`src/rtl/pcps_pkg.sv`:
```
// shared codes, datapath command and status types for the polyline closest point block
package pcps_pkg;

	// input command codes
	localparam logic [1:0] CMD_APPEND = 2'd0;
	localparam logic [1:0] CMD_QUERY  = 2'd1;
	localparam logic [1:0] CMD_CLEAR  = 2'd2;

	// result status codes
	localparam logic [1:0] ST_OK   = 2'd0;
	localparam logic [1:0] ST_FEW  = 2'd1;
	localparam logic [1:0] ST_FULL = 2'd2;

	// side codes
	localparam logic signed [1:0] SIDE_ZERO = 2'sb00;
	localparam logic signed [1:0] SIDE_POS  = 2'sb01;
	localparam logic signed [1:0] SIDE_NEG  = 2'sb11;

	// iteration counts of the divider and the square root
	localparam int DIV_STEPS  = 33;
	localparam int SQRT_STEPS = 32;

	typedef enum logic [4:0] {
		OP_NONE,
		OP_LOAD_IN,
		OP_APPEND,
		OP_CLEAR,
		OP_FEW,
		OP_READ,
		OP_FIRST,
		OP_SEG,
		OP_M_BXBX,
		OP_M_BYBY,
		OP_M_AXBX,
		OP_M_AYBY,
		OP_DOT,
		OP_C_X0,
		OP_C_X1,
		OP_P_LO,
		OP_P_HI,
		OP_P_NUM,
		OP_DIV,
		OP_P_END,
		OP_E,
		OP_M_EXEX,
		OP_M_EYEY,
		OP_D2,
		OP_BEST,
		OP_SIDE_E,
		OP_M_EXBBY,
		OP_M_EYBBX,
		OP_SIDE,
		OP_SQ,
		OP_FIN,
		OP_OUT
	} dp_op_t;

	typedef struct packed {
		dp_op_t op;
		logic   axis;
		logic   first;
	} dp_cmd_t;

	typedef struct packed {
		logic [1:0] cmd;
		logic       few;
		logic       low;
		logic       ge;
		logic       last;
		logic       out_busy;
	} dp_stat_t;

endpackage

```
`src/rtl/pcps_ctrl.sv`:
```
// controller: sequences appends, clears and the per-segment query steps
module pcps_ctrl #(
	parameter int MAX_VERTICES = 64,
	localparam int AW = (MAX_VERTICES > 1) ? $clog2(MAX_VERTICES) : 1
) (
	input  logic               clk,
	input  logic               arst_n,
	input  logic               in_valid,
	output logic               in_ready,
	input  pcps_pkg::dp_stat_t stat,
	output pcps_pkg::dp_cmd_t  cmd,
	output logic [AW-1:0]      addr
);
	import pcps_pkg::*;

	typedef enum logic [20:0] {
		S_IDLE   = 21'd1 << 0,
		S_DISP   = 21'd1 << 1,
		S_FIRST  = 21'd1 << 2,
		S_RD     = 21'd1 << 3,
		S_SEG    = 21'd1 << 4,
		S_MUL    = 21'd1 << 5,
		S_DOT    = 21'd1 << 6,
		S_DECIDE = 21'd1 << 7,
		S_PROJ   = 21'd1 << 8,
		S_DIV    = 21'd1 << 9,
		S_PEND   = 21'd1 << 10,
		S_E      = 21'd1 << 11,
		S_DM     = 21'd1 << 12,
		S_D2     = 21'd1 << 13,
		S_BEST   = 21'd1 << 14,
		S_SIDE   = 21'd1 << 15,
		S_SM     = 21'd1 << 16,
		S_SIDEC  = 21'd1 << 17,
		S_SQ     = 21'd1 << 18,
		S_FIN    = 21'd1 << 19,
		S_OUT    = 21'd1 << 20
	} state_t;

	state_t        state_q, state_d;
	logic [5:0]    step_q, step_d;
	logic [AW-1:0] idx_q, idx_d;
	logic          axis_q, axis_d;

	assign in_ready = (state_q == S_IDLE);
	assign addr     = (state_q == S_DISP) ? '0 : idx_q;

	// next state and datapath command
	always_comb begin
		state_d   = state_q;
		step_d    = step_q;
		idx_d     = idx_q;
		axis_d    = axis_q;
		cmd.op    = OP_NONE;
		cmd.axis  = axis_q;
		cmd.first = (idx_q == AW'(1));
		unique case (state_q)
			S_IDLE: begin
				if (in_valid) begin
					cmd.op  = OP_LOAD_IN;
					state_d = S_DISP;
				end
			end
			S_DISP: begin
				case (stat.cmd)
					CMD_APPEND: begin
						cmd.op  = OP_APPEND;
						state_d = S_OUT;
					end
					CMD_CLEAR: begin
						cmd.op  = OP_CLEAR;
						state_d = S_OUT;
					end
					CMD_QUERY: begin
						if (stat.few) begin
							cmd.op  = OP_FEW;
							state_d = S_OUT;
						end else begin
							cmd.op  = OP_READ;
							idx_d   = AW'(1);
							state_d = S_FIRST;
						end
					end
					default: state_d = S_OUT;
				endcase
			end
			S_FIRST: begin
				cmd.op  = OP_FIRST;
				state_d = S_RD;
			end
			S_RD: begin
				cmd.op  = OP_READ;
				state_d = S_SEG;
			end
			S_SEG: begin
				cmd.op  = OP_SEG;
				step_d  = '0;
				state_d = S_MUL;
			end
			S_MUL: begin
				case (step_q[1:0])
					2'd0: cmd.op = OP_M_BXBX;
					2'd1: cmd.op = OP_M_BYBY;
					2'd2: cmd.op = OP_M_AXBX;
					default: cmd.op = OP_M_AYBY;
				endcase
				step_d = step_q + 6'd1;
				if (step_q == 6'd3) begin
					state_d = S_DOT;
				end
			end
			S_DOT: begin
				cmd.op  = OP_DOT;
				state_d = S_DECIDE;
			end
			S_DECIDE: begin
				if (stat.low) begin
					cmd.op  = OP_C_X0;
					state_d = S_E;
				end else if (stat.ge) begin
					cmd.op  = OP_C_X1;
					state_d = S_E;
				end else begin
					axis_d  = 1'b0;
					step_d  = '0;
					state_d = S_PROJ;
				end
			end
			S_PROJ: begin
				case (step_q[1:0])
					2'd0: cmd.op = OP_P_LO;
					2'd1: cmd.op = OP_P_HI;
					default: cmd.op = OP_P_NUM;
				endcase
				step_d = step_q + 6'd1;
				if (step_q == 6'd2) begin
					step_d  = '0;
					state_d = S_DIV;
				end
			end
			S_DIV: begin
				cmd.op = OP_DIV;
				step_d = step_q + 6'd1;
				if (step_q == 6'(DIV_STEPS - 1)) begin
					state_d = S_PEND;
				end
			end
			S_PEND: begin
				cmd.op = OP_P_END;
				step_d = '0;
				if (axis_q) begin
					state_d = S_E;
				end else begin
					axis_d  = 1'b1;
					state_d = S_PROJ;
				end
			end
			S_E: begin
				cmd.op  = OP_E;
				step_d  = '0;
				state_d = S_DM;
			end
			S_DM: begin
				cmd.op = step_q[0] ? OP_M_EYEY : OP_M_EXEX;
				step_d = step_q + 6'd1;
				if (step_q[0]) begin
					state_d = S_D2;
				end
			end
			S_D2: begin
				cmd.op  = OP_D2;
				state_d = S_BEST;
			end
			S_BEST: begin
				cmd.op = OP_BEST;
				if (stat.last) begin
					state_d = S_SIDE;
				end else begin
					idx_d   = idx_q + AW'(1);
					state_d = S_RD;
				end
			end
			S_SIDE: begin
				cmd.op  = OP_SIDE_E;
				step_d  = '0;
				state_d = S_SM;
			end
			S_SM: begin
				cmd.op = step_q[0] ? OP_M_EYBBX : OP_M_EXBBY;
				step_d = step_q + 6'd1;
				if (step_q[0]) begin
					state_d = S_SIDEC;
				end
			end
			S_SIDEC: begin
				cmd.op  = OP_SIDE;
				step_d  = '0;
				state_d = S_SQ;
			end
			S_SQ: begin
				cmd.op = OP_SQ;
				step_d = step_q + 6'd1;
				if (step_q == 6'(SQRT_STEPS - 1)) begin
					state_d = S_FIN;
				end
			end
			S_FIN: begin
				cmd.op  = OP_FIN;
				state_d = S_OUT;
			end
			S_OUT: begin
				if (!stat.out_busy) begin
					cmd.op  = OP_OUT;
					state_d = S_IDLE;
				end
			end
			default: state_d = S_IDLE;
		endcase
	end

	// controller registers
	always_ff @(posedge clk or negedge arst_n) begin
		if (!arst_n) begin
			state_q <= S_IDLE;
			step_q  <= '0;
			idx_q   <= '0;
			axis_q  <= 1'b0;
		end else begin
			state_q <= state_d;
			step_q  <= step_d;
			idx_q   <= idx_d;
			axis_q  <= axis_d;
		end
	end

endmodule

```
`config.mk`:
```
export PLATFORM = sky130hd
export DESIGN_NAME = pcps_ctrl
export DESIGN_NICKNAME = d
export VERILOG_FILES = /design/src/rtl/pcps_pkg.sv /design/src/rtl/pcps_ctrl.sv
export SDC_FILE = /design/constraint.sdc
export NUM_CORES = 1
export LEC_CHECK = 0
export ABC_CLOCK_PERIOD_IN_PS = 5300
export BUFFER_PORTS_ARGS = -buffer_cell sky130_fd_sc_hd__clkbuf_2
export CAP_MARGIN = 20
export CELL_PAD_IN_SITES_DETAIL_PLACEMENT = 1
export CELL_PAD_IN_SITES_GLOBAL_PLACEMENT = 1
export CORE_ASPECT_RATIO = 1.2
export CORE_MARGIN = 10
export CORE_UTILIZATION = 44
export DETAILED_ROUTE_END_ITERATION = 10
export PLACE_DENSITY = 0.81
export SYNTH_ARGS = -nofsm -noshare
export SYNTH_HDL_FRONTEND = slang
export SYNTH_SLANG_ARGS = --single-unit
```
`constraint.sdc`:
```
create_clock -name clk -period 5.3 [get_ports clk]
set_input_delay 0.53 -clock clk [delete_from_list [all_inputs] [get_ports clk]]
set_output_delay 0.53 -clock clk [all_outputs]
set_load 0.05 [all_outputs]
```
==> results.json, run 1 <==
{
  "ys_top_cells_by_count": "dfrtp_1, nor2_1, nor3_1, nand2_1",
  "critPathArrivalTime_ps": 3190,
  "crit_slowest_cell": "nor4_1",
  "slowest_delay_ps": 800,
  "fp.dieH_um": 103,
  "synth_top_area_share_pct": 32.9,
  "core_region_area_um2": 5590,
  "cts.repair.resized": 0,
  "postCtsHoldBufs": 0,
  "max_freq_mhz": 269,
  "grt_usage_pct": 17.0,
  "ys_top_cells_by_area": "dfrtp_1, nor2_1, nor4_4",
  "ys_ff_latch": 34,
  "antenna-diode-count": 0,
  "pin_count": 24,
  "postRouteAntennaNets": 0,
  "synth_area_per_cell_um2": 9.07,
  "ys_seq_area_share_pct": 33.9,
  "totalNegativeSetupSlack_ps": 0,
  "cts_sinks": 34,
  "cp-startpoint": "state_q[13]",
  "cts-buffers-inserted": 5,
  "timing.hold.ws_ps": 364,
  "dp_hpwl_um": 5750,
  "die_area_um2": 9140,
  "syn2layout_area_growth_pct": 9.36,
  "setup_violations": 0,
  "synth-edff-count": 0,
  "multiInputGateArea_um2": 1550,
  "synth_top_area_cell": "dfrtp_1",
  "cts_max_level": 2,
  "start_kind": "flip-flop",
  "crit_family": "simple AND/OR/NAND/NOR gates",
  "period_minus_slack_ps": 3720,
  "place_congestion": 0.887,
  "hold_viol": 0,
  "via_count": 2342,
  "place_ws_ps": 1880,
  "syn-num-nets": 295,
  "regArea_um2": 852,
  "syn-instance-count": 277,
  "worst_pin_slew_ps": 915,
  "r2r-start": "step_q[0]",
  "endpoint": "cmd[5]",
  "grt_pass1_vias": 2388,
  "synthFlopType": "dfrtp_1",
  "maxCapViolCount": 0,
  "finalWorstSetupSlack_ps": 1580,
  "yosys_warnings": 0,
  "peakVddDrop_uv": 152,
  "routedWlPerCell_um": 20.6,
  "initial_utilization_pct": 44.9,
  "grt_pass1_wl_um": 12200,
  "wl_um": 7490,
  "die_w_um": 89.0,
  "met3_usage_pct": 3.64,
  "endpoint_kind": "output pin",
  "drc": 0,
  "path_max_fanout": 7,
  "portBuffers": 23,
  "top_usage_layer": "met2",
  "antenna_found_initial": 0,
  "synthMostInstantiatedCell": "dfrtp_1",
  "layout_worst_path_cycle_share_pct": 70.3,
  "row_count": 30,
  "setup.worst_path.class": "reg2out",
  "cts_root_buf": "clkbuf_8",
  "synth_cell_types": 63,
  "insertion_delay_ps": 290,
  "skew_ps": 4.15,
  "nNetsFinal": 317,
  "layout-drive-gt1-share_pct": 19.0,
  "cp_num_buf_inv": 1,
  "syn-cell-area_um2": 2510,
  "grt_use_met2_pct": 29.4,
  "rsz0062_at_grt": "no",
  "required_ps": 4770,
  "grt_max_degree": 35,
  "powerDensity_nw_per_um2": 329,
  "cts_buffer_depth": 2,
  "maxSlewViolCount": 0,
  "cts_tree": "yes",
  "relSlewSlack_pct": 39.0,
  "cp.depth": 7,
  "routed_via_density": 6.43,
  "power.leakage_nw": 1.25,
  "async_flop_share_pct": 100,
  "cts_setup_buffers": 0,
  "drt-pass1-iter-count": 4,
  "hold_class": "in2async",
  "rrSetupSlack_ps": 2380,
  "grt-ovfl-total": 0,
  "clk_pin_slew_worst_paths_ps": 70,
  "fill_cells": 655,
  "grt_use_met1_pct": 20.2,
  "crit_chain": "nor4_4 -> nand3_1 -> nor4_1 -> nor2_1 -> and3b_1 -> o311ai_0 -> clkbuf_2",
  "drt-initial-drc-count": 260,
  "outcome": "complete, no violations",
  "worstReg2RegEnd": "state_q[0]",
  "ff2ff_path_depth": 7
}
==> flip-flops by register name, summed over array words and instances, names as in the netlist <==
name	cells
step_q	6
state_q	21
idx_q	6
axis_q	1
==> area by class of cell <==
type / count / share of cell area [%]
sequential: 34 / 31.0
clock buffer: 8 / 4.01
tap: 64 / 2.91
multi-input combinational: 225 / 56.5
inverter: 10 / 1.37
timing repair buffer: 23 / 4.19
==> kinds of logic after synthesis <==
group | Yosys count | synth area share, %
adders and majority gates | 8 | 3.98
xor gates and xnor gates | 10 | 3.49
muxes | 1 | 0.448
AOI/OAI and AO/OA | 45 | 13.6
buffers and inverters | 18 | 4.28
and+or+nand+nor | 161 | 40.2
DFF | 34 | 33.9
==> stage by stage <==
| stage | utilization, % | power, mW | instances | cell area, µm² |
|---|---|---|---|---|
| floorplan | - | 0.578 | 277 | 2510 |
| global placement | 47.2 | 0.667 | 356 | 2640 |
| detailed placement | 47.2 | 0.670 | 356 | 2640 |
| CTS | 49.1 | 0.904 | 364 | 2750 |
| global route | 49.1 | 0.957 | 364 | 2750 |
| finish | 49.1 | 0.905 | 364 | 2750 |
==> placed cells by master (no fill, tap or decap), types with 3 or more instances in the layout <==
master / n
a21oi_1: 10
clkbuf_2: 23
nand4b_1: 7
nor4_1: 7
and3b_1: 3
and3_1: 3
ha_1: 8
or3_1: 6
clkbuf_8: 8
nor3_1: 21
xor2_1: 7
nor2_1: 32
inv_1: 10
o21ai_0: 6
and2_1: 8
nand3b_1: 7
o2bb2ai_1: 3
xnor2_1: 3
nor4_4: 5
nand3_1: 8
or2_2: 5
nand4_1: 10
nand2_1: 18
dfrtp_1: 33
==> how the worst min path moves through the flow <==
stage               startpoint     endpoint  slack, ps  cells past startpoint
global placement        axis_q       axis_q        520                      2
floorplan               arst_n       axis_q        230                      0
detailed placement      axis_q       axis_q        520                      2
global route            arst_n  state_q[15]        420                      1
CTS                     arst_n       axis_q        400                      1
finish                  arst_n  state_q[15]        360                      1
==> worst reg2reg max path, stage by stage, from the launching register on <==
cell	delay (ps)
dfrtp_1	510
ha_1	320
nand3_1	150
o311ai_0	410
nor3_1	120
a2111oi_0	440
o2111ai_1	400
o41ai_1	470
==> power breakdown <==
part | switching [mW] | internal (mW) | total, mW | leakage, nW
Combinational | 0.263 | 0.107 | 0.370 | 0.728
Sequential | 0.0250 | 0.277 | 0.302 | 0.462
Clock | 0.101 | 0.131 | 0.232 | 0.0575
==> layer usage <==
layer | wire length [µm] | vias up
met3 | 399 | 18
met2 | 3700 | 80
li1 | - | 1081
met1 | 3200 | 1163
met4 | 189 | 0
met5 | 0 | -
Power figures use the tool's default switching activity.
==> run 2: changes to the inputs <==
--- a/config.mk
+++ b/config.mk
@@ -5,7 +5,7 @@
 export SDC_FILE = /design/constraint.sdc
 export NUM_CORES = 1
 export LEC_CHECK = 0
-export ABC_CLOCK_PERIOD_IN_PS = 5300
+export ABC_CLOCK_PERIOD_IN_PS = 3900
 export BUFFER_PORTS_ARGS = -buffer_cell sky130_fd_sc_hd__clkbuf_2
 export CAP_MARGIN = 20
 export CELL_PAD_IN_SITES_DETAIL_PLACEMENT = 1
==> constraint.sdc (replaced) <==
create_clock -name clk -period 3.9 [get_ports clk]
set_input_delay 0.39 -clock clk [delete_from_list [all_inputs] [get_ports clk]]
set_output_delay 0.39 -clock clk [all_outputs]
set_load 0.05 [all_outputs]
==> results.json, run 2 (synthesized netlist as in run 1, its figures left out) <==
{
  "wl_um": 7650,
  "syn2layout_area_growth_pct": 9.36,
  "design_area_um2": 2750,
  "layout_commonest_cell": "dfrtp_1",
  "antenna_found_initial": 0,
  "reg_top3": "state_q x21, idx_q x6, step_q x6",
  "hold_class": "in2async",
  "hold_viol": 0,
  "period_minus_slack_ps": 3630,
  "rsz0062_at_grt": "no",
  "grt_pass1_vias": 2396,
  "routedWlPerCell_um": 21.0,
  "cts_root_buf": "clkbuf_8",
  "power.leakage_nw": 1.25,
  "layout-drive-gt1-share_pct": 19.0,
  "postRouteAntennaNets": 0,
  "fill_cells": 669,
  "drt-pass1-iter-count": 4,
  "crit_chain": "nor4_4 -> nand3_1 -> nor4_1 -> nor2_1 -> and3b_1 -> o311ai_0 -> clkbuf_2",
  "drt-initial-drc-count": 162,
  "start_kind": "flip-flop",
  "relSlewSlack_pct": 41.3,
  "setup_violations": 0,
  "regArea_um2": 852,
  "clk_pin_slew_worst_paths_ps": 70,
  "ff2ff_path_depth": 7,
  "core_region_area_um2": 5590,
  "cts-buffers-inserted": 5,
  "outcome": "complete, no violations",
  "maxSlewViolCount": 0,
  "total_power_mw": 1.23,
  "initial_utilization_pct": 44.9,
  "final_cell_mix": "dfrtp_1, nor2_1, clkbuf_2, nor3_1, nand2_1",
  "slowest_delay_ps": 820,
  "post_dp_cell_area_um2": 2640,
  "max_freq_mhz": 276,
  "top_register": "state_q",
  "largest_reg_flops": 21,
  "die_area_um2": 9140,
  "peakVddDrop_uv": 175,
  "pin_count": 24,
  "cts_tree": "yes",
  "grt_pass1_wl_um": 12800,
  "layout_worst_path_cycle_share_pct": 93.1,
  "r2r-start": "step_q[0]",
  "worstReg2RegEnd": "state_q[0]",
  "routed_via_density": 6.30,
  "portBuffers": 23,
  "rrSetupSlack_ps": 930,
  "multiInputGateArea_um2": 1550,
  "cts_sinks": 34,
  "die_w_um": 89.0,
  "antenna-diode-count": 0,
  "cts.repair.resized": 0,
  "endpoint_kind": "output pin",
  "crit_slowest_cell": "nor4_1",
  "cts_max_level": 2,
  "totalNegativeSetupSlack_ps": 0,
  "nNetsFinal": 317,
  "via_count": 2294,
  "worst_pin_slew_ps": 880,
  "required_ps": 3510,
  "cts_setup_buffers": 0,
  "maxCapViolCount": 0,
  "place_congestion": 0.887,
  "critPathArrivalTime_ps": 3240,
  "row_count": 30,
  "path_max_fanout": 7,
  "cts_buffer_depth": 2,
  "insertion_delay_ps": 290,
  "grt-ovfl-total": 0,
  "postCtsHoldBufs": 0,
  "dp_hpwl_um": 5870,
  "fp.dieH_um": 103,
  "skew_ps": 6.00,
  "grt_usage_pct": 17.9,
  "powerDensity_nw_per_um2": 448,
  "setup.worst_path.class": "reg2out",
  "drc": 0,
  "grt_max_degree": 35
}
## run 2: cell counts in the layout (fill, tap and decap cells not counted)
Identical to the previous run, type by type.
## run 2: area by class of cell
| class | count | area share [%] |
|---|---|---|
| multi-input cells | 225 | 56.5 |
| flip-flops and latches | 34 | 31.0 |
| repair buffers | 23 | 4.19 |
| clock buffers | 8 | 4.01 |
| well taps | 64 | 2.91 |
| inverters | 10 | 1.37 |
## run 2: metrics by stage
stage	util, %	instances	worst slack, ps	hold slack [ps]
final	49.1	364	271	207
after global routing	49.1	364	56.3	271
after CTS	49.1	364	353	260
after detailed placement	47.2	356	658	526
after global placement	47.2	356	697	516
after floorplan	-	277	229	94.4
## run 2: worst max-delay path, delay by kind of cell (launching register included)
| family | cells | cell delay (ps) |
|---|---|---|
| AND/OR/NAND/NOR | 5 | 2030 |
| flip-flops | 1 | 470 |
| buffers and inverters | 1 | 350 |
| AO/OA/AOI/OAI | 1 | 100 |
## run 2: how the worst max path moves through the flow
stage | startpoint | to | slack, ps | cells after the start
finish | state_q[13] | cmd[5] | 270 | 7
global route | state_q[18] | cmd[5] | 60 | 7
CTS | state_q[2] | cmd[5] | 350 | 7
detailed placement | state_q[2] | cmd[5] | 660 | 7
global placement | state_q[13] | cmd[5] | 700 | 7
floorplan | state_q[9] | cmd[5] | 230 | 5
## run 2: metal layers
metal | GRT usage [%] | share of wire (%) | vias up
li1 | - | - | 1082
met1 | 22.2 | 43 | 1144
met2 | 29.8 | 50 | 55
met3 | 3.87 | 5.4 | 13
met4 | 6.00 | 2.0 | 0
met5 | 0 | 0 | -
## run 2: where the power goes
part           leakage [nW]  internal (mW)  switching (mW)  total (mW)
Clock                0.0575          0.178           0.136       0.315
Sequential            0.462          0.376          0.0333       0.410
Combinational         0.728          0.146           0.362       0.507
Total                  1.25          0.700           0.531        1.23
